--- config.mk ---
export PLATFORM = sky130hd
export DESIGN_NAME = trial_division_prime_test_unit
export DESIGN_NICKNAME = d
export VERILOG_FILES = /design/src/rtl/core/tdp_pkg.sv /design/src/rtl/core/tdp_rem_unit.sv /design/src/rtl/core/trial_division_prime_test_unit.sv
export SDC_FILE = /design/constraint.sdc
export NUM_CORES = 1
export LEC_CHECK = 0
export BUFFER_PORTS_ARGS = -buffer_cell sky130_fd_sc_hd__buf_2
export CAP_MARGIN = 20
export CORE_ASPECT_RATIO = 1.2
export CORE_MARGIN = 1
export CORE_UTILIZATION = 63
export DETAILED_ROUTE_END_ITERATION = 10
export GPL_TIMING_DRIVEN = 0
export PLACE_DENSITY = 0.81
export SYNTH_ARGS = -nofsm -noshare
export SYNTH_HDL_FRONTEND = slang
export SYNTH_SLANG_ARGS = --single-unit
export TNS_END_PERCENT = 100
--- constraint.sdc ---
create_clock -name clk -period 7.6 [get_ports clk]
set_clock_uncertainty 0.2 [all_clocks]
set_input_delay 0 -clock clk [delete_from_list [all_inputs] [get_ports clk]]
set_output_delay 0 -clock clk [all_outputs]
set_load 0.05 [all_outputs]
--- src/rtl/core/tdp_pkg.sv ---
package tdp_pkg;

  // Status that the remainder unit reports back to the sequencer.
  typedef struct packed {
    logic busy;
    logic done;
  } rem_status_t;

endpackage

--- src/rtl/core/tdp_rem_unit.sv ---
module tdp_rem_unit import tdp_pkg::*; #(
  parameter int WIDTH = 31
) (
  input  logic             clk,
  input  logic             rst,
  input  logic             start,
  input  logic [WIDTH-1:0] dividend,
  input  logic [WIDTH-1:0] divisor,
  output rem_status_t      status,
  output logic             rem_zero
);

  localparam int CW = $clog2(WIDTH + 1);

  logic [WIDTH-1:0] rem;
  logic [WIDTH-1:0] shreg;
  logic [WIDTH-1:0] dsr;
  logic [CW-1:0]    cnt;
  logic             busy;
  logic             done;
  logic [WIDTH:0]   trial;
  logic [WIDTH:0]   diff;

  // One restoring step a cycle: bring down the next dividend bit, then
  // subtract the divisor if it fits.
  assign trial = {rem, shreg[WIDTH-1]};
  assign diff  = trial - {1'b0, dsr};

  always_ff @(posedge clk) begin
    if (rst) begin
      busy <= 1'b0;
      done <= 1'b0;
      cnt  <= '0;
    end else begin
      done <= 1'b0;
      if (start) begin
        busy  <= 1'b1;
        cnt   <= CW'(WIDTH);
        rem   <= '0;
        shreg <= dividend;
        dsr   <= divisor;
      end else if (busy) begin
        shreg <= shreg << 1;
        if (diff[WIDTH]) begin
          rem <= trial[WIDTH-1:0];
        end else begin
          rem <= diff[WIDTH-1:0];
        end
        cnt <= cnt - CW'(1);
        if (cnt == CW'(1)) begin
          busy <= 1'b0;
          done <= 1'b1;
        end
      end
    end
  end

  assign status.busy = busy;
  assign status.done = done;
  assign rem_zero    = (rem == '0);

endmodule

--- src/rtl/core/trial_division_prime_test_unit.sv ---
// Trial-division primality test, one number at a time.
// Even numbers and numbers below 3 are settled in S_CHECK; odd n >= 3 are tried against odd
// divisors d = 3, 5, ... while d * d <= n, each trial passing through S_BOUND (bound check and
// remainder start) and S_DIV (bit-serial remainder unit); the result goes out from S_FINISH.
// A new number is taken only when the previous result has gone to the output register.
// Reset (rst, synchronous) returns the sequencer to idle and drops out_valid.
module trial_division_prime_test_unit import tdp_pkg::*; #(
  parameter int WIDTH = 31
) (
  input  logic             clk,
  input  logic             rst,
  input  logic             in_valid,
  output logic             in_ready,
  input  logic [WIDTH-1:0] n,
  output logic             out_valid,
  input  logic             out_ready,
  output logic             is_prime
);

  localparam int SW = WIDTH + 2;

  localparam logic [2:0] S_IDLE   = 3'd0;
  localparam logic [2:0] S_CHECK  = 3'd1;
  localparam logic [2:0] S_BOUND  = 3'd2;
  localparam logic [2:0] S_DIV    = 3'd3;
  localparam logic [2:0] S_FINISH = 3'd4;

  logic [2:0]       state;
  logic [WIDTH-1:0] n_reg;
  logic [WIDTH-1:0] d;
  logic [SW-1:0]    sq;
  logic             res;
  logic             div_start;
  rem_status_t      div_status;
  logic             div_zero;

  tdp_rem_unit #(.WIDTH(WIDTH)) u_rem (
    .clk      (clk),
    .rst      (rst),
    .start    (div_start),
    .dividend (n_reg),
    .divisor  (d),
    .status   (div_status),
    .rem_zero (div_zero)
  );

  assign in_ready  = (state == S_IDLE);
  assign div_start = (state == S_BOUND) && (sq <= {2'b00, n_reg});

  always_ff @(posedge clk) begin
    if (rst) begin
      state     <= S_IDLE;
      out_valid <= 1'b0;
    end else begin
      // In S_FINISH the output register is reloaded instead of cleared.
      if (out_valid && out_ready && (state != S_FINISH)) begin
        out_valid <= 1'b0;
      end
      case (state)
        S_IDLE: begin
          if (in_valid) begin
            n_reg <= n;
            state <= S_CHECK;
          end
        end
        S_CHECK: begin
          if (n_reg < WIDTH'(2)) begin
            res   <= 1'b0;
            state <= S_FINISH;
          end else if (n_reg == WIDTH'(2)) begin
            res   <= 1'b1;
            state <= S_FINISH;
          end else if (!n_reg[0]) begin
            res   <= 1'b0;
            state <= S_FINISH;
          end else begin
            d     <= WIDTH'(3);
            sq    <= SW'(9);
            state <= S_BOUND;
          end
        end
        S_BOUND: begin
          // The running square of d is kept exact, so the bound never wraps.
          if (div_start) begin
            state <= S_DIV;
          end else begin
            res   <= 1'b1;
            state <= S_FINISH;
          end
        end
        S_DIV: begin
          if (div_status.done) begin
            if (div_zero) begin
              res   <= 1'b0;
              state <= S_FINISH;
            end else begin
              // (d + 2)^2 = d^2 + 4d + 4
              d     <= d + WIDTH'(2);
              sq    <= sq + {d, 2'b00} + SW'(4);
              state <= S_BOUND;
            end
          end
        end
        S_FINISH: begin
          if (!out_valid || out_ready) begin
            out_valid <= 1'b1;
            is_prime  <= res;
            state     <= S_IDLE;
          end
        end
        default: begin
          state <= S_IDLE;
        end
      endcase
    end
  end

endmodule

==> flow_metrics.py, run 1 <==
metrics = {
    "timing": {
        "maxSlewViolCount": 0,
        "period_minus_slack_ns": 4.37,
        "hold_viol": 0,
        "finalSetupViolCount": 0,
        "fmax_mhz": 229,
        "max_slew_margin_pct": 44.4,
        "rsz0062_at_grt": "no",
        "post-route-period-util_pct": 57.5,
        "max_slew.worst_pin.slew_ns": 0.829,
    },
    "floorplan": {
        "start_util_pct": 64.2,
        "die_width_um": 128,
        "io_pins": 38,
        "dieArea_um2": 19700,
        "core_area_um2": 18800,
        "die_h_um": 154,
        "fp-row-count": 55,
    },
    "synthesis": {
        "synth_edf_count": 185,
        "syn-cell-area_um2": 12100,
        "synth_nets": 1335,
        "yosysSeqAreaShare_pct": 47.9,
        "ys_ff_latch": 196,
        "yosys_warnings": 0,
        "ys_async_sr_fraction_pct": 0,
        "avgSynthCellArea_um2": 10.2,
        "synth_cells": 1180,
        "ys_types": 72,
        "synthFlopType": "edfxtp_1",
    },
    "layout": {
        "layout.nets": 1431,
        "n_fill_cell": 1331,
        "multi_input_area_um2": 5880,
        "layout_common_cells": "edfxtp_1 (185), nand2_1 (134), ha_1 (118), nor2_1 (92), a21oi_1 (88)",
        "layout-drive-gt1-share_pct": 8.61,
        "areaGrowthSynthToFinish_pct": 13.3,
        "fin_util_pct": 72.8,
        "regArea_um2": 5780,
        "n_antenna_cell": 0,
        "layout_commonest_cell": "edfxtp_1",
    },
    "place": {
        "gp_congestion": 0.952,
        "io_buffers": 36,
        "hpwl_um": 20800,
    },
    "worst_setup_path": {
        "critPathSlowestCell": "nor4_1",
        "critPathMaxStageDelay_ns": 0.66,
        "rr_startpoint": "sq[29]",
        "criticalPathCategory": "flip-flop to flip-flop",
        "critical_path_buf_inv_count": 3,
        "cp_cell_sequence": "ha_1 > nand4_1 > nor4_1 > nand2_1 > nor3_1 > nor2_1 > buf_2 > buf_1 > nor2_2 > buf_8",
        "cp-start-kind": "flip-flop",
        "reg2regPathDepth": 10,
        "r2r-end": "u_rem.dsr[21]",
        "cp.required_ns": 7.54,
        "critPathMaxFanout": 21,
        "crit_family": "simple AND/OR/NAND/NOR gates",
        "crit_arrival_ns": 4.31,
        "endpoint_kind": "flip-flop",
        "r2r_slack_ns": 3.23,
    },
    "global_routing": {
        "top_usage_layer": "met2",
        "grt-ovfl-total": 0,
        "antenna_found_initial": 0,
        "grt_pass1_vias": 9434,
        "grt_util_all_layers_pct": 30.5,
        "grt_util_met2_pct": 52.2,
        "grt_use_met1_pct": 37.2,
        "grt_max_degree": 31,
        "grt_use_met3_pct": 4.11,
        "grt_pass1_wl_um": 46000,
    },
    "status": {
        "status": "finished, final reports clean",
    },
    "pwr": {
        "p_per_area_nw_per_um2": 167,
        "vdd_drop_max_mv": 0.192,
        "total_power_uw": 2290,
        "p_leak_uw": 0.00544,
    },
    "clock_tree": {
        "numClockSinks": 196,
        "cts_tree": "built",
        "clock-root-buffer": "clkbuf_16",
        "postCtsSetupRepairBufs": 0,
        "clock_latency_ns": 0.44,
        "cts_max_level": 4,
        "numCtsBuffers": 17,
        "path_clk_slew_ns": 0.07,
        "cts_buffer_depth": 2,
    },
    "worst_hold_path": {
        "hold_depth": 2,
        "holdCritPathClass": "primary input to flip-flop",
        "holdPathEnd": "n_reg[4]",
        "min_from": "n[4]",
    },
    "routing": {
        "drtPass1Iterations": 6,
        "drt_first_iter_violations": 828,
        "wl_per_cell_um": 18.4,
        "wirelength_um": 28500,
        "ant_nets": 0,
        "post_drt_via_cell_ratio": 6.15,
        "drc": 0,
        "vias": 9499,
    },
    "job": {
        "maxCapViolCount": 0,
    },
}
Yosys cell counts (all sizes together), types with 19 or more instances:
library cell	instances	area, um2
edfxtp	185	5560
nand2	134	503
ha	118	1480
nor2	94	353
a21oi	92	468
inv	74	278
o21ai	73	369
nand3	36	180
xnor2	34	298
xor2	32	280
nor3	29	150
a21o	25	188
and3	23	144
clkbuf	22	83.8
nor4	20	125
nand4	19	119
layout make-up:
cell class              instances  share of cell area, %
flip-flops and latches        196                   42.2
inverters                      74                   2.03
repair buffers                 77                   4.74
well taps                     256                   2.34
plain buffers                  38                   1.22
multi-input cells             872                   43.0
clock inverters                10                  0.531
clock buffers                  22                   3.94
stage by stage:
stage	hold slack, ns	instances	setup WS (ns)	instance area [um2]	setup TNS [ns]
after CTS	0.0534	1545	3.26	13700	0
after global routing	0.0630	1545	2.98	13700	0
after floorplan	-0.101	1180	1.94	12100	0
after global placement	-0.0239	1472	-0.462	12600	-28.42
after detailed placement	-0.0219	1478	3.28	12700	0
final	0.0683	1545	3.23	13700	0
layer usage:
metal | share of wire (%) | up-vias
met3 | 5.4 | 88
met2 | 50 | 377
met4 | 4.3 | 0
met5 | 0 | -
met1 | 41 | 4485
li1 | - | 4549
worst register-to-register path, stage by stage, from the launching register on:
cell and delay (ns):
edfxtp_1 0.46, ha_1 0.34, nand4_1 0.16, nor4_1 0.66, nand2_1 0.12, nor3_1 0.59, nor2_1 0.15, buf_2 0.28
buf_1 0.33, nor2_2 0.50, buf_8 0.27
worst max path at each step:
stage	start	endpoint	depth (start not counted)
2_1_floorplan	n_reg[26]	u_rem.rem[0]	10
3_3_place_gp	sq[29]	u_rem.shreg[26]	8
3_5_place_dp	sq[29]	u_rem.dsr[25]	10
4_1_cts	sq[29]	u_rem.dsr[21]	10
5_1_grt	n_reg[30]	u_rem.dsr[21]	11
6_report	sq[29]	u_rem.dsr[21]	10
repair_timing:
action / in CTS / in global routing
hold buffers: 35 / 0
setup endpoints to repair: 0 / 0
hold endpoints to repair: 51 / 0
resized for setup: 0 / 0
report_power, final:
group          switching [uW]  total [uW]  internal [uW]
combinational            92.1         160           67.7
sequential               15.4        1210           1190
clock                     412         923            511
total                     519        2290           1770
cells by family after synthesis:
| group | after synthesis | share of synthesized area [%] |
|---|---|---|
| and+or+nand+nor | 400 | 15.7 |
| xor gates and xnor gates | 66 | 4.79 |
| DFF | 196 | 47.9 |
| adders and majority gates | 120 | 12.6 |
| muxes | 4 | 0.373 |
| buffers and inverters | 112 | 3.68 |
| AOI/OAI and AO/OA | 282 | 15.1 |
No activity file was read; power rests on OpenSTA's default activity.
==> inputs of run 2 (changes only) <==
- ABC_AREA: not set -> 1
- CORE_UTILIZATION: 63 -> 64
- PLACE_DENSITY: 0.81 -> 0.82
- clock period: 7.6 -> 4.5 ns (I/O delays scaled with it)
==> flow_metrics.py, run 2 <==
metrics = {
    "layout": {
        "n_antenna_cell": 0,
        "areaGrowthSynthToFinish_pct": 12.8,
        "layout.nets": 1748,
        "regArea_um2": 5780,
        "layout_commonest_cell": "nand2_1",
        "final_area_um2": 14600,
        "layout-drive-gt1-share_pct": 9.53,
        "n_fill_cell": 1399,
        "layout_common_cells": "nand2_1 (274), edfxtp_1 (185), nor2_1 (181), inv_1 (172), a21oi_1 (137)",
        "multi_input_area_um2": 6350,
    },
    "clock_tree": {
        "cts_buffer_depth": 2,
        "clock_latency_ns": 0.45,
        "numCtsBuffers": 17,
        "postCtsSetupRepairBufs": 0,
        "clock-root-buffer": "clkbuf_16",
        "path_clk_slew_ns": 0.09,
        "cts_tree": "built",
        "cts_max_level": 4,
        "numClockSinks": 196,
    },
    "timing": {
        "fmax_mhz": 271,
        "post-route-period-util_pct": 82.0,
        "finalSetupTns_ns": 0,
        "hold_viol": 0,
        "rsz0062_at_grt": "no",
        "max_slew.worst_pin.slew_ns": 0.886,
        "finalSetupViolCount": 0,
        "period_minus_slack_ns": 3.69,
        "max_slew_margin_pct": 40.9,
        "maxSlewViolCount": 0,
    },
    "pwr": {
        "p_leak_uw": 0.00614,
        "p_per_area_nw_per_um2": 314,
        "vdd_drop_max_mv": 0.236,
    },
    "routing": {
        "wl_per_cell_um": 17.8,
        "drc": 0,
        "post_drt_via_cell_ratio": 5.95,
        "ant_nets": 0,
        "drtPass1Iterations": 5,
        "wirelength_um": 33300,
        "vias": 11110,
        "drt_first_iter_violations": 853,
    },
    "synthesis": {
        "yosysSeqAreaShare_pct": 44.8,
        "ys_types": 50,
        "ys_ff_latch": 196,
        "avgSynthCellArea_um2": 8.63,
        "synthFlopType": "edfxtp_1",
        "muxShareOfSynthArea_pct": 0,
        "synth_xor_area_share_pct": 1.63,
        "synth_cells": 1495,
        "yosys.area.top_type": "edfxtp_1",
        "syn-cell-area_um2": 12900,
        "synth_nets": 1650,
        "synthTopCellsByArea": "edfxtp_1 (43%), ha_1 (11%), nand2_1 (8.0%)",
        "yosys_warnings": 0,
        "synth-simple-area-share_pct": 22.1,
        "synth_top_family_by_area": "simple AND/OR/NAND/NOR gates",
        "synth_edf_count": 185,
        "yosysMostFrequentCell": "nand2_1",
        "synth_top_cells_by_count": "nand2_1 (275), edfxtp_1 (185), nor2_1 (182)",
        "synth_top_area_share_pct": 43.1,
        "synthAdderAreaFrac_pct": 11.8,
        "synth_compound_area_share_pct": 13.6,
        "ys_async_sr_fraction_pct": 0,
    },
    "worst_hold_path": {
        "min_from": "n[26]",
        "hold_depth": 2,
        "holdCritPathClass": "primary input to flip-flop",
        "holdPathEnd": "n_reg[26]",
    },
    "place": {
        "io_buffers": 37,
        "dpl_cell_area_um2": 13500,
        "hpwl_um": 24900,
        "gp_congestion": 1.02,
    },
    "worst_setup_path": {
        "cp-start-kind": "flip-flop",
        "criticalPathCategory": "flip-flop to flip-flop",
        "reg2regPathDepth": 15,
        "r2r-end": "u_rem.rem[20]",
        "critPathMaxFanout": 62,
        "endpoint_kind": "flip-flop",
        "r2r_slack_ns": 0.81,
        "rr_startpoint": "sq[15]",
        "cp.required_ns": 4.30,
        "crit_path_start": "sq[15]",
        "crit_arrival_ns": 3.49,
    },
    "floorplan": {
        "die_h_um": 158,
        "io_pins": 38,
        "dieArea_um2": 20700,
        "core_area_um2": 19600,
        "start_util_pct": 65.8,
        "die_width_um": 132,
        "fp-row-count": 56,
    },
    "global_routing": {
        "antenna_found_initial": 0,
        "grt_max_degree": 63,
        "grt_pass1_wl_um": 53400,
        "grt_pass1_vias": 10996,
        "grt-ovfl-total": 0,
        "grt_util_all_layers_pct": 33.2,
    },
    "job": {
        "maxCapViolCount": 0,
    },
    "status": {
        "status": "finished, final reports clean",
    },
}
## run 2: cell types whose count changed in the layout (fill, tap and decap cells not counted), moves of 11 or more
cell | previous run | this run
a211oi_1 | 13 | 2
nand3_1 | 36 | 55
inv_1 | 74 | 172
o211ai_1 | 15 | 1
a21oi_1 | 88 | 137
o21ai_0 | 64 | 103
a21o_1 | 25 | 9
xor2_1 | 32 | 18
nor2_2 | 2 | 17
and3_1 | 23 | 1
nand2_1 | 134 | 274
nor2_1 | 92 | 181
xnor2_1 | 34 | 6
## run 2: kinds of logic (layout without fill, tap and decap cells)
family	count (synthesis)	after routing
XOR/XNOR	24	24
AO/OA/AOI/OAI	319	319
flip-flops	196	196
AND/OR/NAND/NOR	637	637
buffers and inverters	199	310
adder cells (fa/ha/maj)	120	120
## run 2: through the flow
step	total power (uW)	utilization [%]	hold slack (ns)	setup WS (ns)	cells
floorplan	2670	-	-0.101	0.255	1495
global placement	2850	68.4	-0.0238	-1.45	1793
detailed placement	2890	68.8	-0.0218	0.847	1797
CTS	4550	74.1	0.0481	0.749	1866
global route	4730	74.2	0.0555	0.619	1867
finish	4570	74.2	0.0512	0.809	1867
## run 2: worst max path at each step
stage	to	slack (ns)	cells past startpoint
final	u_rem.rem[20]	0.81	15
after global placement	sq[25]	-1.45	7
after CTS	u_rem.dsr[19]	0.75	12
after detailed placement	u_rem.dsr[27]	0.85	12
after global routing	u_rem.rem[20]	0.62	15
after floorplan	d[10]	0.25	7
## run 2: area by class of cell
cell class	instances	area share, %
Multi-Input combinational cell	1100	43.6
Sequential cell	196	39.7
Timing Repair Buffer	79	4.50
Inverter	174	4.49
Clock buffer	17	2.92
Tap cell	261	2.24
Clock inverter	15	1.56
Buffer	25	0.988
## run 2: repair_timing
item	4_1_cts	5_1_grt
hold buffers	37	0
endpoints found under the hold margin	61	0
gates resized for setup	0	0
## run 2: layer usage
metal | share of wire (%) | track usage [%] | vias up | routed length, um
met2 | 50 | 60.4 | 468 | 16800
li1 | - | - | 5375 | -
met4 | 5.4 | 19.9 | 0 | 1790
met5 | 0 | 0 | - | 0
met1 | 39 | 37.5 | 5145 | 13000
met3 | 5.3 | 4.09 | 122 | 1750
## run 2: worst max-delay path, stage by stage (launching register included)
cell and delay, ns:
edfxtp_1 0.48, ha_1 0.32, nand2_1 0.06, nor2_1 0.28, nand2_1 0.16, nor2_1 0.14, nor2_1 0.05, nand3_1 0.07
nand2_1 0.05, nand2_1 0.14, nand2_1 0.11, nand2_2 0.22, buf_4 0.24, inv_1 0.07, nand2_1 0.15, nand2_4 0.48
## run 2: report_power, final
part	internal (uW)	switching (uW)
Combinational	260	485
Sequential	2080	74.7
Clock	837	827
Total	3180	1390
